File: src/design/oplx_pkg.sv
package oplx_pkg;

  localparam int NUM_OPS     = 47;
  localparam int OP_MAXLEN   = 4;
  localparam int TOK_W       = 6;
  localparam int POS_W       = 2;
  localparam int QUEUE_DEPTH = 2;

  typedef logic [7:0]         char_t;
  typedef logic [TOK_W-1:0]   tok_t;
  typedef logic [POS_W-1:0]   pos_t;
  typedef logic [NUM_OPS-1:0] opvec_t;

  // per-position hit vectors of one classified item
  typedef struct packed {
    logic                   eoi;
    opvec_t [OP_MAXLEN-1:0] hit;
  } class_t;

  typedef struct packed {
    logic matching;
    tok_t first;
    tok_t stop;
    pos_t pos;
  } lex_state_t;

  localparam lex_state_t LEX_IDLE = '{matching: 1'b0, first: '0, stop: '0, pos: '0};

  // operator strings, left justified, zero padded
  localparam logic [OP_MAXLEN*8-1:0] OP_TEXT [NUM_OPS] = '{
    32'h2100_0000, 32'h213D_0000, 32'h2500_0000, 32'h253D_0000,
    32'h2600_0000, 32'h2626_0000, 32'h263D_0000, 32'h2800_0000,
    32'h2900_0000, 32'h2A00_0000, 32'h2A3D_0000, 32'h2B00_0000,
    32'h2B2B_0000, 32'h2B3D_0000, 32'h2C00_0000, 32'h2D00_0000,
    32'h2D2D_0000, 32'h2D3D_0000, 32'h2E00_0000, 32'h2F00_0000,
    32'h2F3D_0000, 32'h3A00_0000, 32'h3B00_0000, 32'h3C00_0000,
    32'h3C2D_0000, 32'h3C3C_0000, 32'h3C3C_3D00, 32'h3C3D_0000,
    32'h3D00_0000, 32'h3D3D_0000, 32'h3E00_0000, 32'h3E3D_0000,
    32'h3E3E_0000, 32'h3E3E_3D00, 32'h3E3E_3E00, 32'h3E3E_3E3D,
    32'h3F00_0000, 32'h5B00_0000, 32'h5D00_0000, 32'h5E00_0000,
    32'h5E3D_0000, 32'h7B00_0000, 32'h7C00_0000, 32'h7C3D_0000,
    32'h7C7C_0000, 32'h7D00_0000, 32'h7E00_0000
  };

  function automatic char_t op_char(int idx, int pos);
    return OP_TEXT[idx][(OP_MAXLEN-1-pos)*8 +: 8];
  endfunction

  // lowest set bit, NUM_OPS when none
  function automatic tok_t first_set(logic [NUM_OPS:0] v);
    tok_t r;
    r = tok_t'(NUM_OPS);
    for (int i = NUM_OPS; i >= 0; i--) begin
      if (v[i]) r = tok_t'(i);
    end
    return r;
  endfunction

endpackage

File: src/design/oplx_front.sv
module oplx_front
  import oplx_pkg::*;
(
  input  char_t  char_byte,
  input  logic   end_of_input,
  output class_t cls
);

  // compare the byte against every table column at once
  always_comb begin
    cls.eoi = end_of_input;
    for (int p = 0; p < OP_MAXLEN; p++) begin
      for (int i = 0; i < NUM_OPS; i++) begin
        cls.hit[p][i] = (char_byte != 8'h00) && (op_char(i, p) == char_byte);
      end
    end
  end

endmodule

File: src/design/oplx_queue.sv
module oplx_queue
  import oplx_pkg::*;
#(
  parameter int Width = 8,
  parameter int Depth = QUEUE_DEPTH
) (
  input  logic             clk,
  input  logic             rst_n,
  input  logic             wr_valid,
  output logic             wr_ready,
  input  logic [Width-1:0] wr_data,
  output logic             rd_valid,
  input  logic             rd_pop,
  output logic [Width-1:0] rd_data
);

  localparam int PtrW = (Depth > 1) ? $clog2(Depth) : 1;
  localparam int CntW = $clog2(Depth + 1);

  logic [Width-1:0] mem_r [Depth];
  logic [PtrW-1:0]  wr_ptr_r, wr_ptr_nxt;
  logic [PtrW-1:0]  rd_ptr_r, rd_ptr_nxt;
  logic [CntW-1:0]  count_r, count_nxt;
  logic             push, pop;

  assign wr_ready = (count_r != CntW'(Depth));
  assign rd_valid = (count_r != '0);
  assign rd_data  = mem_r[rd_ptr_r];
  assign push     = wr_valid && wr_ready;
  assign pop      = rd_pop && rd_valid;

  always_comb begin
    wr_ptr_nxt = wr_ptr_r;
    rd_ptr_nxt = rd_ptr_r;
    count_nxt  = count_r;
    if (push) begin
      wr_ptr_nxt = (wr_ptr_r == PtrW'(Depth - 1)) ? '0 : wr_ptr_r + 1'b1;
    end
    if (pop) begin
      rd_ptr_nxt = (rd_ptr_r == PtrW'(Depth - 1)) ? '0 : rd_ptr_r + 1'b1;
    end
    if (push && !pop) begin
      count_nxt = count_r + 1'b1;
    end else if (pop && !push) begin
      count_nxt = count_r - 1'b1;
    end
  end

  always_ff @(posedge clk) begin
    if (!rst_n) begin
      wr_ptr_r <= '0;
      rd_ptr_r <= '0;
      count_r  <= '0;
    end else begin
      wr_ptr_r <= wr_ptr_nxt;
      rd_ptr_r <= rd_ptr_nxt;
      count_r  <= count_nxt;
    end
  end

  always_ff @(posedge clk) begin
    if (push) begin
      mem_r[wr_ptr_r] <= wr_data;
    end
  end

endmodule

File: src/design/oplx_back.sv
module oplx_back
  import oplx_pkg::*;
(
  input  logic       clk,
  input  logic       rst_n,
  input  logic       q_valid,
  input  class_t     q_data,
  output logic       q_pop,
  output logic       out_valid,
  input  logic       out_ready,
  output tok_t       out_token_index,
  output logic       out_byte_consumed,
  output logic       out_bad_start,
  output lex_state_t lex_state
);

  lex_state_t     st_r, st_nxt;
  logic           out_valid_r;
  tok_t           tok_r;
  logic           used_r, bad_r;

  pos_t           pos;
  tok_t           first, stop, lo, hi, pend_tok;
  opvec_t         mask, m;
  logic [NUM_OPS:0] above;
  logic           uniq;
  logic           res_valid, res_used, res_bad;
  tok_t           res_tok;

  assign q_pop = q_valid && (!out_valid_r || out_ready);

  always_comb begin
    pos   = st_r.matching ? st_r.pos   : '0;
    first = st_r.matching ? st_r.first : '0;
    stop  = st_r.matching ? st_r.stop  : tok_t'(NUM_OPS);
    if (stop > tok_t'(NUM_OPS)) stop = tok_t'(NUM_OPS);
    if (first > stop) first = stop;
    for (int i = 0; i < NUM_OPS; i++) begin
      mask[i] = (tok_t'(i) >= first) && (tok_t'(i) < stop);
    end
    m = q_data.hit[pos] & mask;
    lo = first_set({1'b0, m});
    for (int i = 0; i <= NUM_OPS; i++) begin
      above[i] = (tok_t'(i) > lo);
    end
    hi   = first_set(~{1'b0, m} & above);
    uniq = ({1'b0, hi} == ({1'b0, lo} + 7'd1));
    pend_tok = (st_r.first < tok_t'(NUM_OPS)) ? st_r.first : '0;
  end

  always_comb begin
    st_nxt    = st_r;
    res_valid = 1'b0;
    res_tok   = '0;
    res_used  = 1'b0;
    res_bad   = 1'b0;
    if (q_pop) begin
      if (q_data.eoi) begin
        if (st_r.matching) begin
          st_nxt    = LEX_IDLE;
          res_valid = 1'b1;
          res_tok   = pend_tok;
        end
      end else if (m == '0) begin
        res_valid = 1'b1;
        if (!st_r.matching) begin
          res_used = 1'b1;
          res_bad  = 1'b1;
        end else begin
          st_nxt  = LEX_IDLE;
          res_tok = (first < tok_t'(NUM_OPS)) ? first : '0;
        end
      end else if (uniq) begin
        st_nxt    = LEX_IDLE;
        res_valid = 1'b1;
        res_tok   = lo;
        res_used  = 1'b1;
      end else begin
        st_nxt = '{matching: 1'b1, first: lo, stop: hi, pos: pos + 1'b1};
      end
    end
  end

  always_ff @(posedge clk) begin
    if (!rst_n) begin
      st_r        <= LEX_IDLE;
      out_valid_r <= 1'b0;
    end else begin
      st_r <= st_nxt;
      if (!out_valid_r || out_ready) begin
        out_valid_r <= res_valid;
      end
    end
  end

  always_ff @(posedge clk) begin
    if (res_valid) begin
      tok_r  <= res_tok;
      used_r <= res_used;
      bad_r  <= res_bad;
    end
  end

  assign out_valid         = out_valid_r;
  assign out_token_index   = tok_r;
  assign out_byte_consumed = used_r;
  assign out_bad_start     = bad_r;
  assign lex_state         = st_r;

endmodule

File: src/design/operator_longest_match_lexer.sv
// Longest-match lexer for Java-style operator and punctuation tokens.
// Input channel (in_valid/in_ready): one character byte per item, or an
// end-of-input marker that closes a pending token.
// Output channel (out_valid/out_ready): a token index 0..46 in sorted table
// order, a consumed flag (0 means the byte must be offered again) and a
// bad-start flag for a byte that begins no operator while idle.
// Items that only extend a pending match, and end-of-input while idle,
// produce no output item.
// A result passes through the classifier queue, then the match unit's output
// register. Throughput: one item per cycle while the receiver does not stall;
// all table entries are compared at once in the classifier, and the match unit
// narrows the range combinationally.
// A stalled receiver holds the output register; the queue keeps taking items
// until it fills, then in_ready drops.
// Reset (rst_n low, synchronous) empties the queue and output register and
// returns the matcher to idle.
module operator_longest_match_lexer
  import oplx_pkg::*;
#(
  parameter int QueueDepth = QUEUE_DEPTH
) (
  input  logic       clk,
  input  logic       rst_n,
  input  logic       in_valid,
  output logic       in_ready,
  input  logic [7:0] in_char_byte,
  input  logic       in_end_of_input,
  output logic       out_valid,
  input  logic       out_ready,
  output logic [5:0] out_token_index,
  output logic       out_byte_consumed,
  output logic       out_bad_start
);

  localparam int ClsW = $bits(class_t);

  class_t          cls;
  class_t          q_cls;
  logic [ClsW-1:0] q_rd_data;
  logic            q_valid, q_pop;
  lex_state_t      lex_state;

  oplx_front u_front (
    .char_byte    (in_char_byte),
    .end_of_input (in_end_of_input),
    .cls          (cls)
  );

  oplx_queue #(
    .Width (ClsW),
    .Depth (QueueDepth)
  ) u_queue (
    .clk      (clk),
    .rst_n    (rst_n),
    .wr_valid (in_valid),
    .wr_ready (in_ready),
    .wr_data  (cls),
    .rd_valid (q_valid),
    .rd_pop   (q_pop),
    .rd_data  (q_rd_data)
  );

  assign q_cls = class_t'(q_rd_data);

  oplx_back u_back (
    .clk               (clk),
    .rst_n             (rst_n),
    .q_valid           (q_valid),
    .q_data            (q_cls),
    .q_pop             (q_pop),
    .out_valid         (out_valid),
    .out_ready         (out_ready),
    .out_token_index   (out_token_index),
    .out_byte_consumed (out_byte_consumed),
    .out_bad_start     (out_bad_start),
    .lex_state         (lex_state)
  );

  a_idle_clear: assert property (@(posedge clk) disable iff (!rst_n)
    !lex_state.matching |->
      (lex_state.pos == '0) && (lex_state.first == '0) && (lex_state.stop == '0))
    else $error("idle matcher holds stale range");

  a_range_wide: assert property (@(posedge clk) disable iff (!rst_n)
    lex_state.matching |->
      (lex_state.stop <= tok_t'(NUM_OPS)) &&
      (({1'b0, lex_state.first} + 7'd2) <= {1'b0, lex_state.stop}))
    else $error("pending range is not ambiguous");

  a_bad_form: assert property (@(posedge clk) disable iff (!rst_n)
    out_valid && out_bad_start |-> out_byte_consumed && (out_token_index == '0))
    else $error("bad start item malformed");

  a_tok_range: assert property (@(posedge clk) disable iff (!rst_n)
    out_valid |-> (out_token_index < tok_t'(NUM_OPS)))
    else $error("token index out of table");

endmodule

File: config.mk
export PLATFORM = sky130hd
export DESIGN_NAME = operator_longest_match_lexer
export DESIGN_NICKNAME = d
export VERILOG_FILES = /design/src/design/oplx_pkg.sv /design/src/design/oplx_front.sv /design/src/design/oplx_queue.sv /design/src/design/oplx_back.sv /design/src/design/operator_longest_match_lexer.sv
export SDC_FILE = /design/constraint.sdc
export NUM_CORES = 1
export LEC_CHECK = 0
export BUFFER_PORTS_ARGS = -buffer_cell sky130_fd_sc_hd__buf_4
export CAP_MARGIN = 5
export CELL_PAD_IN_SITES_DETAIL_PLACEMENT = 1
export CELL_PAD_IN_SITES_GLOBAL_PLACEMENT = 1
export CORE_MARGIN = 3
export CORE_UTILIZATION = 45
export CTS_CLUSTER_DIAMETER = 30
export DETAILED_ROUTE_END_ITERATION = 7
export PLACE_DENSITY_LB_ADDON = 0.1
export SETUP_SLACK_MARGIN = 0.2
export SLEW_MARGIN = 10
export SYNTH_ARGS = -nofsm -noshare
export SYNTH_HDL_FRONTEND = slang
export SYNTH_SLANG_ARGS = --single-unit
File: constraint.sdc
create_clock -name clk -period 8.55 [get_ports clk]
set_input_delay 1.2825 -clock clk [delete_from_list [all_inputs] [get_ports clk]]
set_output_delay 1.2825 -clock clk [all_outputs]
set_load 0.02 [all_outputs]
==> results.toml, run 1 <==
[run_status]
status = "completed"

[critical_path]
crit_arrival_ns = 8.04
r2r_slack_ns = 0.56
crit_path_start = "u_back.lex_state[14]"
required_ns = 8.60
max_stage_delay_ns = 0.50
critPathKind = "reg -> reg"
critPathMaxFanout = 25
cp-endpoint = "u_back.out_token_index[4]"
endpoint_kind = "flip-flop"
critPathLaunchType = "flip-flop"
rr_endpoint = "u_back.out_token_index[4]"
slowest_stage = "dfxtp_2"
r2r-start = "u_back.lex_state[14]"
reg2regPathDepth = 30

[hold_path]
hold_path.class = "reg -> reg"
hold-path-cell-count = 2

[logic_synthesis]
synth_edf_count = 58
synth.area.top_cells = "edfxtp_1 (21%), nor2_1 (5.3%), a21oi_1 (5.0%)"
yosysMostFrequentCell = "nor2_1"
mappedNetlistArea_sq_um = 8470
syn_avg_cell_area_sq_um = 7.71
synth-seq-cells = 79
ys_warn_count = 0
synth_nets = 1121
yosysTopAreaCell = "edfxtp_1"
async_flop_share_pct = 0
ys_types = 104
post-synth-top-area-fraction_pct = 20.6
synthFlopType = "edfxtp_1"
syn_inst = 1099
synth_seq_area_share_pct = 25.5
synthTopCellsByCount = "nor2_1 (120), nand2_1 (102), a21oi_1 (85)"

[sta]
worstMarginPinSlew_ns = 1.27
rsz0062_at_grt = "false"
layout_setup_ws_ns = 0.564
fmax_mhz = 125
relSlewSlack_pct = 14.2
fin_hold_ws_ns = 0.566
hold_violations = 0
finalCritPeriodShare_pct = 93.4
finalClockSkew_ns = 0.00994
period_needed_ns = 7.99
drv_slew = 0
tns_ns = 0
setup_viol = 0

[clock_network]
htree_levels = 3
cts_tree = "done"
clk_pin_slew_ns = 0.07
cts_root_buffer = "clkbuf_16"
clock_sinks = 79
cts-buffers-inserted = 9
clk_path_buf_depth = 2
clock_latency_ns = 0.35

[grt]
grt_util_met2_pct = 62.9
antenna_found_initial = 0
grt.busiest_layer = "met2"
grtUsageMet1_pct = 50.9
grt_max_degree = 26
grt_pass1_wl_microns = 62500
grt_use_met3_pct = 9.44
grt_remaining_overflow = 0
grtUsageTotal_pct = 40.4
grt_pass1_vias = 9903

[placed_design]
place_congestion = 1.10
post-place-ws_ns = 0.319
placement.io_buffers = 22
post-dp-hpwl_microns = 32200

[drt]
vias_per_cell = 7.42
drt-total-wl_microns = 41700
drtIter0Drc = 1171
wl_per_cell_microns = 30.9
drcViolationCount = 0
first_pass_iters = 6
vias = 10000
postRouteAntennaNets = 0

[floorplan]
fp.dieW_microns = 143
start_util_pct = 46.5
die_area_sq_um = 20500
die_h_microns = 143
rows = 49
pin_count = 23
coreArea_sq_um = 18200

[layout]
areaGrowthSynthToFinish_pct = 10.1
insertedDiodeCount = 0
final_layout_size_suffix_gt1_share_pct = 15.8
nFillCells = 2258
post-route-util_pct = 51.2
finalNetCount = 1140
register_area_sq_um = 2170
multi_input_area_sq_um = 5910

[pwr]
p_leak_nw = 3.27
ir_drop_v = 0.000202
power_density_nw_per_um2 = 327

[run]
maxCapViolCount = 0
-- area by class of cell --
| cell class | instances | share of cell area, % |
|---|---|---|
| repair buffers | 81 | 6.52 |
| clock inverters | 7 | 0.617 |
| well taps | 229 | 3.07 |
| multi-input cells | 928 | 63.4 |
| clock buffers | 9 | 2.42 |
| inverters | 19 | 0.792 |
| flip-flops and latches | 79 | 23.2 |
-- flip-flops by register name, summed over array words and instances, names as in the netlist, named ones only --
signal	count
u_back.lex_state	15
u_back.out_bad_start	1
u_back.out_byte_consumed	1
u_back.out_token_index	6
u_back.out_valid	1
u_queue.count_r	2
u_queue.mem_r	50
u_queue.rd_ptr_r	1
u_queue.wr_ptr_r	1
-- where the power goes --
group	internal [mW]	total, mW	leakage (nW)	switching (mW)
Clock	0.202	0.375	0.140	0.173
Sequential	0.494	0.545	0.731	0.0516
Combinational	0.655	2.13	2.39	1.47
-- worst min-delay path by stage --
stage / from / end / slack [ns]
finish: u_queue.count_r[1] / u_queue.count_r[1] / 0.57
global route: u_queue.count_r[1] / u_queue.count_r[1] / 0.62
CTS: u_queue.count_r[1] / u_queue.count_r[1] / 0.57
detailed placement: u_queue.count_r[1] / u_queue.count_r[1] / 0.56
global placement: u_queue.count_r[1] / u_queue.count_r[1] / 0.50
floorplan: u_queue.count_r[1] / u_queue.count_r[1] / 0.48
-- layer usage --
metal / routed length (microns) / vias to the layer above / share of wire [%]
met5: 0 / - / 0
met4: 3000 / 0 / 7.2
met3: 4300 / 180 / 10
met2: 18400 / 718 / 44
met1: 16000 / 4828 / 38
li1: - / 4303 / -
-- layout by cell type (no fill, tap or decap), drive strengths merged, types with 11 or more instances in the layout --
| cell type | Yosys | layout |
|---|---|---|
| nor2 | 123 | 123 |
| nand2 | 103 | 103 |
| o21ai | 99 | 99 |
| a21oi | 85 | 85 |
| buf | 39 | 81 |
| edfxtp | 58 | 58 |
| nand3 | 32 | 32 |
| nor3 | 31 | 31 |
| and2 | 27 | 27 |
| inv | 19 | 25 |
| o22ai | 23 | 23 |
| o211ai | 21 | 21 |
| dfxtp | 21 | 21 |
| nand2b | 20 | 20 |
| mux2i | 20 | 20 |
| a31oi | 20 | 20 |
| o31ai | 19 | 19 |
| nand4 | 18 | 18 |
| nor4 | 18 | 18 |
| a211oi | 17 | 17 |
| o21a | 15 | 15 |
| and3 | 15 | 15 |
| or2 | 14 | 14 |
| a32o | 13 | 13 |
| or3 | 12 | 12 |
| a21o | 12 | 12 |
| nor2b | 11 | 11 |
-- worst max-delay path: cells and delay by family, from the launching register on --
| kind | cells | cell delay, ns |
|---|---|---|
| AND/OR/NAND/NOR | 11 | 2.77 |
| AO/OA/AOI/OAI | 11 | 2.69 |
| buffers and inverters | 6 | 1.13 |
| adder cells (fa/ha/maj) | 2 | 0.54 |
| flip-flops | 1 | 0.50 |
-- kinds of logic after synthesis --
kind of cell	Yosys count	synth area share [%]
AOI/OAI and AO/OA	424	35.6
muxes	27	3.29
buffers and inverters	92	5.33
xor gates and xnor gates	8	0.827
DFF	79	25.5
and+or+nand+nor	460	28.1
adders and majority gates	9	1.33
-- what timing repair did --
action                                  CTS  global route
buffers inserted                          0             4
endpoints found under the setup margin    0            31
hold buffers                              0             0
gates resized for setup                   0            12
-- stage by stage --
| stage | cell area (sq um) | cells | total power [mW] |
|---|---|---|---|
| after detailed placement | 8960 | 1332 | 2.55 |
| after global placement | 8960 | 1332 | 2.53 |
| after global routing | 9330 | 1352 | 3.17 |
| after CTS | 9250 | 1348 | 2.94 |
| after floorplan | 8470 | 1099 | 1.88 |
| final | 9330 | 1352 | 3.05 |
(Power assumes the default switching activity.)
==> inputs of run 2 (changes only) <==
RECOVER_POWER = 100   (was not set)
==> run 2 against run 1 <==
Compared with the run above:
- clock skew about the same
- die area stayed put
- cell area fell by 0.70%
- sequential share of layout area rose by 0.16 points
- clock power about the same
- global-route usage did not move
- sequential power is essentially flat
- worst hold slack got worse by 0.00076 ns
- critical path depth shrank 1
- critical endpoint is now u_back.lex_state[7]
- largest power group unchanged
- highest routed layer unchanged
==> results.toml, run 2 (synthesis gave the netlist of run 1 again) <==
[sta]
setup_viol = 0
finalCritPeriodShare_pct = 94.3
tns_ns = 0
fin_hold_ws_ns = 0.565
layout_setup_ws_ns = 0.490
rsz0062_at_grt = "false"
worstMarginPinSlew_ns = 1.44
drv_slew = 0
period_needed_ns = 8.06
hold_violations = 0
fmax_mhz = 124
relSlewSlack_pct = 3.74
finalClockSkew_ns = 0.00999

[layout]
final_layout_size_suffix_gt1_share_pct = 14.2
finalNetCount = 1140
nFillCells = 2271
layout_common_cells = "nor2_1 (119), nand2_1 (102), a21oi_1 (84), o21ai_0 (80), buf_4 (63)"
insertedDiodeCount = 0
largest_register = "u_queue.mem_r"
areaGrowthSynthToFinish_pct = 9.30
largest_reg_flops = 50
final_common_cell = "nor2_1"

[drt]
vias_per_cell = 7.43
drt-total-wl_microns = 41900
drcViolationCount = 0
drtIter0Drc = 1180
wl_per_cell_microns = 31.0
first_pass_iters = 5
vias = 10000
postRouteAntennaNets = 0

[grt]
grt_remaining_overflow = 0
grt_pass1_wl_microns = 62500
grt_pass1_vias = 9903
antenna_found_initial = 0
grtUsageTotal_pct = 40.4
grt_max_degree = 26

[placed_design]
place_congestion = 1.10
placement.io_buffers = 22
post-place-ws_ns = 0.319
post-dp-hpwl_microns = 32200

[critical_path]
max_stage_delay_ns = 0.51
r2r-start = "u_back.lex_state[14]"
critPathKind = "reg -> reg"
critPathLaunchType = "flip-flop"
critical_path.most_common_cell = "nand2_1"
reg2regPathDepth = 29
endpoint_kind = "flip-flop"
critPathMaxFanout = 25
crit_path_start = "u_back.lex_state[14]"
slowest_stage = "dfxtp_2"
crit_arrival_ns = 8.25
required_ns = 8.74

[floorplan]
die_h_microns = 143
pin_count = 23
fp.dieW_microns = 143
start_util_pct = 46.5
coreArea_sq_um = 18200
rows = 49
die_area_sq_um = 20500

[pwr]
swShare_pct = 56.1
power_frac_clock_pct = 12.4
power_frac_seq_pct = 18.0
power_density_nw_per_um2 = 328
p_switching_mw = 1.70
p_leak_nw = 3.21
pwr-share-comb_pct = 69.6
intPower_mw = 1.33
fin_total_pwr_mw = 3.03
ir_drop_v = 0.000201

[clock_network]
clk_pin_slew_ns = 0.07
clock_latency_ns = 0.35
htree_levels = 3
clock_sinks = 79
hold_buffers = 0
cts_tree = "done"
cts_root_buffer = "clkbuf_16"
clk_path_buf_depth = 2
cts-buffers-inserted = 9

[hold_path]
worstHoldStart = "u_queue.count_r[1]"
hold-path-cell-count = 2
hold_path.class = "reg -> reg"

[run]
maxCapViolCount = 0

[run_status]
status = "completed"
run 2: critical path, delay by kind of cell, from the launching register on:
| kind | cells | cell delay (ns) |
|---|---|---|
| AND/OR/NAND/NOR | 12 | 3.07 |
| AO/OA/AOI/OAI | 10 | 2.77 |
| buffers and inverters | 5 | 0.97 |
| adder cells (fa/ha/maj) | 2 | 0.54 |
| flip-flops | 1 | 0.51 |
run 2: final cells by class:
cell class | instances | area, sq um | share of cell area, %
clock buffer | 9 | 225 | 2.43
clock inverter | 7 | 57.6 | 0.622
inverter | 19 | 73.8 | 0.797
multi-input combinational | 928 | 5900 | 63.7
sequential | 79 | 2170 | 23.4
tap | 229 | 287 | 3.09
timing repair buffer | 81 | 552 | 5.96
run 2: final timing paths:
check                        end  slack [ns]
min reg2reg   u_queue.count_r[1]        0.57
min           u_queue.count_r[1]        0.57
max          u_back.lex_state[7]        0.49
max reg2reg  u_back.lex_state[7]        0.49
run 2: power by group through the flow:
stage,sequential (mW),clock [mW],combinational (mW)
2_1_floorplan,0.547,0,1.34
4_1_cts,0.544,0.383,2.01
3_5_place_dp,0.552,0,2.00
6_report,0.546,0.375,2.11
5_1_grt,0.553,0.395,2.21
3_3_place_gp,0.547,0,1.98
run 2: metrics by stage:
step,cell area (sq um),utilization [%],cells
CTS,9250,50.8,1348
global placement,8960,49.2,1332
finish,9260,50.9,1352
detailed placement,8960,49.2,1332
floorplan,8470,-,1099
global route,9260,50.9,1352
run 2: per-layer routing:
layer,routed length [microns],vias up,global-route usage [%]
met5,0,-,0
met4,3030,0,24.4
met3,4460,182,9.44
met2,18500,702,62.9
met1,15900,4859,50.9
li1,-,4302,-
run 2: repair_timing:
| item | in CTS | in global routing |
|---|---|---|
| setup buffers | 0 | 4 |
| endpoints found under the setup margin | 0 | 31 |
| endpoints found under the hold margin | 0 | 0 |
| gates resized for setup | 0 | 12 |
==> inputs of run 3 (changes only) <==
SYNTH_HIERARCHICAL = 1   (was not set)
==> run 3 against run 2 <==
Compared with the run above:
- the run now ends with max-capacitance violations, max-slew violations left
- fmax grew 1.4%
- combinational power grew 94%
- sequential cell count grew 328
- sequential share of layout area grew 21 points
- critical endpoint is now u_back/lex_state[1]
- largest cell class is now flip-flops and latches
==> results.toml, run 3 <==
[logic_synthesis]
synth.area.top_cells = "edfxtp_1 (49%), mux2_4 (6.3%), buf_4 (5.5%)"
synthFlopType = "edfxtp_1"
post-synth-top-area-fraction_pct = 48.8
syn_inst = 2035
ys_warn_count = 6
synthTopCellsByCount = "edfxtp_1 (386), buf_4 (173), nand2_1 (148)"
synth-seq-cells = 407
ys_types = 112
yosysTopAreaCell = "edfxtp_1"
yosysMostFrequentCell = "edfxtp_1"
synth_edf_count = 386
synth_seq_area_share_pct = 50.5
async_flop_share_pct = 0
syn_avg_cell_area_sq_um = 11.7
mappedNetlistArea_sq_um = 23800

[sta]
rsz0062_at_grt = "false"
period_needed_ns = 7.95
hold_violations = 0
worstMarginPinSlew_ns = 5.00
setup_viol = 0
finalCritPeriodShare_pct = 93.0
drv_slew = 373
relSlewSlack_pct = -235
finalClockSkew_ns = 0.0559
fmax_mhz = 126
tns_ns = 0

[layout]
nFillCells = 5329
largest_register = "u_queue/mem_r"
finalNetCount = 2092
post-route-util_pct = 52.6
largest_reg_flops = 378
final_common_cell = "edfxtp_1"
areaGrowthSynthToFinish_pct = 14.6
final_layout_size_suffix_gt1_share_pct = 24.6
layout_common_cells = "edfxtp_1 (386), nand2_1 (147), nor2_1 (123), conb_1 (113), mux2_2 (103)"

[clock_network]
clk_pin_slew_ns = 0.04
cts_root_buffer = "clkbuf_16"
clk_path_buf_depth = 3
htree_levels = 3
cts_tree = "done"
clock_sinks = 407
hold_buffers = 0
clock_latency_ns = 0.65
cts-buffers-inserted = 89

[grt]
grtUsageTotal_pct = 28.5
grt_pass1_vias = 18000
antenna_found_initial = 1
grt_max_degree = 157
grt_pass1_wl_microns = 120000
grt_remaining_overflow = 0

[drt]
vias = 17400
first_pass_iters = 5
wl_per_cell_microns = 28.4
postRouteAntennaNets = 0
drt-total-wl_microns = 80100
drtIter0Drc = 1417
drcViolationCount = 0
vias_per_cell = 6.16

[critical_path]
reg2regPathDepth = 27
r2r-start = "u_back/lex_state[7]"
critPathLaunchType = "flip-flop"
critPathKind = "reg -> reg"
r2r_slack_ns = 0.60
required_ns = 9.00
crit_path_start = "u_back/lex_state[7]"
endpoint_kind = "flip-flop"
crit_arrival_ns = 8.40
critPathMaxFanout = 19
rr_endpoint = "u_back/lex_state[1]"

[run_status]
violations = "max-capacitance violations, max-slew violations"
status = "finished with violations"

[floorplan]
rows = 83
coreArea_sq_um = 51800
pin_count = 23
die_area_sq_um = 55600
die_h_microns = 236
fp.dieW_microns = 236
start_util_pct = 45.9

[hold_path]
hold_path.class = "reg -> reg"
holdPathEnd = "u_queue/count_r[1]"
hold-path-cell-count = 2
worstHoldStart = "u_queue/count_r[1]"

[placed_design]
post-dp-hpwl_microns = 56300
place_congestion = 0.959
placement.io_buffers = 22

[pwr]
ir_drop_v = 0.000289
power_density_nw_per_um2 = 382
p_leak_nw = 9.70

[run]
maxCapViolCount = 6
run 3: worst max-delay path by stage:
stage	end	cells after the start
detailed placement	u_back/out_token_index[3]	24
global route	u_back/out_token_index[3]	27
floorplan	u_back/out_bad_start	35
CTS	u_back/out_token_index[4]	24
finish	u_back/lex_state[1]	27
global placement	u_back/out_token_index[3]	26
run 3: final cells by class:
class,instances,area [sq um],area share (%)
Multi-Input combinational cell,1417,10100,37.1
Tap cell,680,851,3.12
Clock buffer,96,2260,8.31
Sequential cell,407,12000,44.1
Timing Repair Buffer,125,926,3.40
Clock inverter,67,966,3.55
Inverter,30,114,0.418
Antenna cell,1,2.50,0.00918
run 3: logic make-up after synthesis:
logic type                 synth area share [%]
muxes                                      12.4
AOI/OAI and AO/OA                          15.3
DFF                                        50.5
adders and majority gates                 0.474
buffers and inverters                      8.85
other                                    0.0158
xor gates and xnor gates                  0.221
and+or+nand+nor                            12.2
run 3: through the flow:
stage	cells	worst slack, ns	hold WS [ns]	total power [mW]	instance area [sq um]
6_report	2823	0.601	0.574	10.4	27200
5_1_grt	2822	0.169	0.622	10.9	27200
4_1_cts	2821	0.203	0.592	10.4	27300
3_5_place_dp	2658	0.0669	0.573	6.73	24100
3_3_place_gp	2658	0.0587	0.537	6.70	24100
2_1_floorplan	2147	0.877	0.498	5.43	24200
run 3: critical path, cell delays in order (launching register included):
cell       delay (ns)
dfxtp_2          0.45
and3b_1          0.43
inv_1            0.18
ha_1             0.34
nand3_1          0.12
a21oi_1          0.28
o32ai_1          0.19
or3_1            0.66
o31ai_1          0.69
a21oi_1          0.15
o211ai_1         0.20
a31oi_1          0.08
o211ai_1         0.34
nand3_1          0.17
buf_4            0.20
ha_1             0.27
or2_4            0.35
nand2_1          0.09
nand2_1          0.05
a21oi_1          0.30
o221ai_1         0.19
a21oi_1          0.33
o2111ai_1        0.26
nand2_1          0.18
xnor2_1          0.20
clkbuf_1         0.44
o21ai_0          0.16
o311ai_0         0.46
run 3: metal layers:
layer	GRT usage [%]	part of all wire [%]	routed length (microns)
met5	0	0.016	13
met4	11.4	3.9	3110
met3	5.03	5.3	4220
met2	45.8	47	37500
met1	38.4	44	35300
run 3: timing repair:
action                     in CTS  in global routing
setup endpoints to repair      13                 29
buffers inserted                0                  1
gates resized for setup         1                 16
pin swaps                       0                  1
run 3: where the power goes:
part	internal [mW]	switching, mW
sequential	2.54	0.158
clock	2.49	1.13
combinational	1.49	2.60
